`src/design/utad_ram.sv`:
```
// Generic single-write, single-read RAM with registered read data.
// No dependencies.
module utad_ram #(
  parameter int WIDTH = 4,
  parameter int DEPTH = 32
) (
  input  logic                     clk,
  input  logic                     we,
  input  logic [$clog2(DEPTH)-1:0] waddr,
  input  logic [WIDTH-1:0]         wdata,
  input  logic                     re,
  input  logic [$clog2(DEPTH)-1:0] raddr,
  output logic [WIDTH-1:0]         rdata
);

  logic [WIDTH-1:0] mem [DEPTH];

  always_ff @(posedge clk) begin
    if (we) begin
      mem[waddr] <= wdata;
    end
    if (re) begin
      rdata <= mem[raddr];
    end
  end

endmodule

```
`config.mk`:
```
export PLATFORM = sky130hd
export DESIGN_NAME = utad_ram
export DESIGN_NICKNAME = d
export VERILOG_FILES = /design/src/design/utad_ram.sv
export SDC_FILE = /design/constraint.sdc
export NUM_CORES = 1
export LEC_CHECK = 0
export BUFFER_PORTS_ARGS = -buffer_cell sky130_fd_sc_hd__buf_4
export CAP_MARGIN = 20
export CORE_MARGIN = 2
export CORE_UTILIZATION = 35
export DETAILED_ROUTE_END_ITERATION = 8
export HOLD_SLACK_MARGIN = 0.02
export PLACE_DENSITY = 0.49
export SYNTH_ARGS = -nofsm -noshare
export SYNTH_HDL_FRONTEND = slang
export SYNTH_SLANG_ARGS = --single-unit
```
`constraint.sdc`:
```
create_clock -name clk -period 2.75 [get_ports clk]
set_clock_uncertainty 0.15 [all_clocks]
set_input_delay 0.4125 -clock clk [delete_from_list [all_inputs] [get_ports clk]]
set_output_delay 0.4125 -clock clk [all_outputs]
set_load 0.005 [all_outputs]
```
==> Word-level counts from Yosys, hierarchy flattened <==
Memory sizes are Yosys's and may differ from the RTL's. A register that Yosys moved wholly into a read port is not among the register bits.
Index checks and enable logic that the tools add are counted.
{ "op_classes": {"mux": 2} }
{ "op_table": {"columns": ["op", "n"], "rows": [
  ["two-way mux 1 bit", 2]
]} }
{ "word_totals": {"mem_count": 1, "word_cells": 3, "register_bits": 0, "ram_bits": 128, "output_inout_bits": 4} }
{ "mem_list": {"columns": ["memory", "words", "width", "rd", "rd_clocked_by_memory_dff", "wr", "line", "source"], "rows": [
  ["mem", 32, 4, 1, 1, 1, "16", "logic [WIDTH-1:0] mem [DEPTH];"]
]} }

==> Longest topological paths before layout <==
{ "depth": {"depth_word": 2, "ltp_mapped": 5} }

==> Worst setup path before layout <==
No wires, ideal clock.
{ "synth_path": {"path_kind": "input to register", "start": "input port raddr[0]", "end": "register rdata[0], read port of mem (data pin)", "n_path_buf": 2, "cell_stages": 5, "slack_ns": 0.377, "arrival_ns": 1.963, "required_time_ns": 2.340, "setup_time_ns": 0.260, "cell_sequence": "buf_2 > buf_6 > mux4_2 > mux4_2 > mux2_2"} }
{ "synth_rtl": {"columns": ["element", "line", "source"], "rows": [
  ["start: declaration", "12", "input logic [$clog2(DEPTH)-1:0] raddr,"],
  ["end: declaration", "13", "output logic [WIDTH-1:0] rdata"]
]} }

==> run_results.csv <==
group,metric,value,unit
status,status,"complete, no violations",
placed_design,dp_cells,432,
global_route,grt_pass1_wl,16.64,mm
global_route,grt_use_total,14.86,%
min_path,min_path_type,"in2reg",
power,ir_drop,421.3,uV
synthesis,syn-instance-count,231,
floorplanning,core_area,14480,um2
setup_path,cp_data_arrival_time,2.14,ns
cells_and_area,drive_gt1_share,36.07,%
placed_design,dp_hpwl,7.130,mm
route,wire_per_inst,23.07,um
clocking,hold_buffers,0,
clocking,cts_tree,"done",
global_route,antenna_found_initial,0,
floorplanning,chipWidth,125.6,um
clocking,post_cts_resized,0,
route,drtIter0Drc,219,
clocking,clk_latency,0.41,ns
placed_design,dpl-instance-area,5588,um2
timing,worstMarginPinSlew,0.5643,ns
timing,fmax,0.4688,GHz
setup_path,crit_slowest_cell,"mux4_2",
timing,rsz0062_at_grt,"no",
setup_path,critical_path_class,"in2reg",
clocking,clock-sinks,132,
timing,fin_crit_sh,77.57,%
timing,setup_tns,0,ns
timing,hold_viol,0,
setup_path,start_kind,"input port",
clocking,clkTransAtPathRegs,0.06,ns
floorplanning,start_util,35.77,%
route,drc,0,
setup_path,crit_chain,"buf_4 -> buf_12 -> mux4_2 -> mux4_2 -> mux2_2",
clocking,cts_buffer_depth,2,
setup_path,crit_path_max_incr_delay,0.54,ns
synthesis,synth_area,5179,um2
setup_path,cp_common_cell,"mux4_2",
setup_path,critPathTopFamily,"multiplexers",
cells_and_area,final_common_cell,"edfxtp_1",
setup_path,cp.buffers_inverters,2,
route,num_vias,2355,
cells_and_area,multi_input_comb_area,1154,um2
cells_and_area,area_delta_synth_final,18.56,%
timing,setup_violations,0,
power,p_per_area,748.2,nW/um2
synthesis,synth_seq_cells,132,
clocking,root_buffer,"clkbuf_16",
cells_and_area,final_cell_area,6140,um2
power,p_leak,1.923,nW
timing,slew_headroom,62.27,%
global_route,grt_pass1_vias,2542,
timing,period_minus_slack,2.133,ns
setup_path,cp_max_fo,13,
synthesis,synth_cell_types,13,
cells_and_area,fillers,1247,
route,ant_nets,0,
clocking,post_cts_buffers,0,
floorplanning,dieArea,15790,um2
setup_path,cp-end-kind,"flop",
floorplanning,ios,21,
setup_path,required,2.76,ns
cells_and_area,layout.nets,284,
clocking,h-tree-depth,4,
global_route,grt_max_degree,33,
route,firstDrtPassIters,4,
cells_and_area,diodes,0,
cells_and_area,instances_no_fill,464,
timing,post-route-worst-setup-slack,0.6167,ns
route,viasPerCell,5.075,
floorplanning,die_h,125.6,um
synthesis,synth.avg_cell_area,22.42,um2
placed_design,port-buffer-count,20,
synthesis,ys_seq_area_share,76.54,%
cells_and_area,final_cell_mix,"edfxtp_1 (132), mux4_2 (40), nor2_1 (33), buf_4 (24), clkbuf_16 (17)",
timing,final_max_slew_viol_count,0,
global_route,gr-total-overflow,0,
clocking,cts_made_buffers,17,
placed_design,place_worst_setup_slack,0.1630,ns
synthesis,synth_fp_nets,248,
floorplanning,num_rows,44,
synthesis,yosys_warnings,0,
cells_and_area,seq_area,3964,um2
placed_design,routabilityCongestion,0.7278,
run,cap_violations,0,
route,wl,10.70,mm
[synth_stat cells (all sizes together)]
cell / n / share of area (%)
mux4: 40 / 17
or3b: 3 / 0.51
nand3b: 5 / 0.72
buf: 8 / 1.0
mux2: 4 / 0.87
edfxtp: 132 / 77
clkbuf: 2 / 0.15
or3: 1 / 0.12
nand2: 1 / 0.072
nor2: 33 / 2.4
nand3: 2 / 0.19
[where the power goes]
part           switching (mW)  internal, mW  leakage, nW
Combinational           0.123         0.112        0.466
Sequential            0.00767          2.25         1.19
Clock                   0.784          1.32        0.264
Total                   0.915          3.68         1.92
[layout make-up]
type,instances,share of cell area [%]
tap,184,3.750
clock inverter,11,1.814
clock buffer,21,7.173
multi-input combinational,89,18.79
sequential,132,64.56
timing repair buffer,27,3.913
[state kept, by name, indices dropped and copies added, names as in the netlist]
| signal | count |
|---|---|
| rdata | 4 |
| mem | 128 |
[final timing paths]
kind               from  slack (ns)       end  depth (start not counted)
max            raddr[0]        0.62  rdata[2]                          5
max reg2reg  mem[31][0]        0.70  rdata[0]                          3
min                  re        0.10  rdata[3]                          1
min reg2reg   mem[2][3]        0.84  rdata[3]                          3
[cell families (layout without fill, tap and decap cells)]
group / after synthesis / after routing / share of synthesized area (%)
DFF: 132 / 132 / 76.54
buffers and inverters: 10 / 59 / 1.184
and+or+nand+nor: 45 / 45 / 4.011
muxes: 44 / 44 / 18.27
[metal layers]
metal	up-vias	global-route usage (%)	share of wire [%]
met2	63	21.34	45
met4	0	5.882	1.8
met5	-	0	0
met1	1235	21.85	48
met3	15	3.823	4.7
li1	1042	-	-
[per-stage QoR]
| step | power (mW) | util, % | hold WS, ns |
|---|---|---|---|
| 5_1_grt | 4.749 | 42.40 | 0.08623 |
| 4_1_cts | 4.633 | 42.40 | 0.08903 |
| 3_5_place_dp | 2.538 | 38.59 | 0.5177 |
| 2_1_floorplan | 2.420 | - | 0.3614 |
| 3_3_place_gp | 2.535 | 38.59 | 0.5193 |
| 6_report | 4.594 | 42.40 | 0.1049 |
No activity file was read; power rests on OpenSTA's default activity.
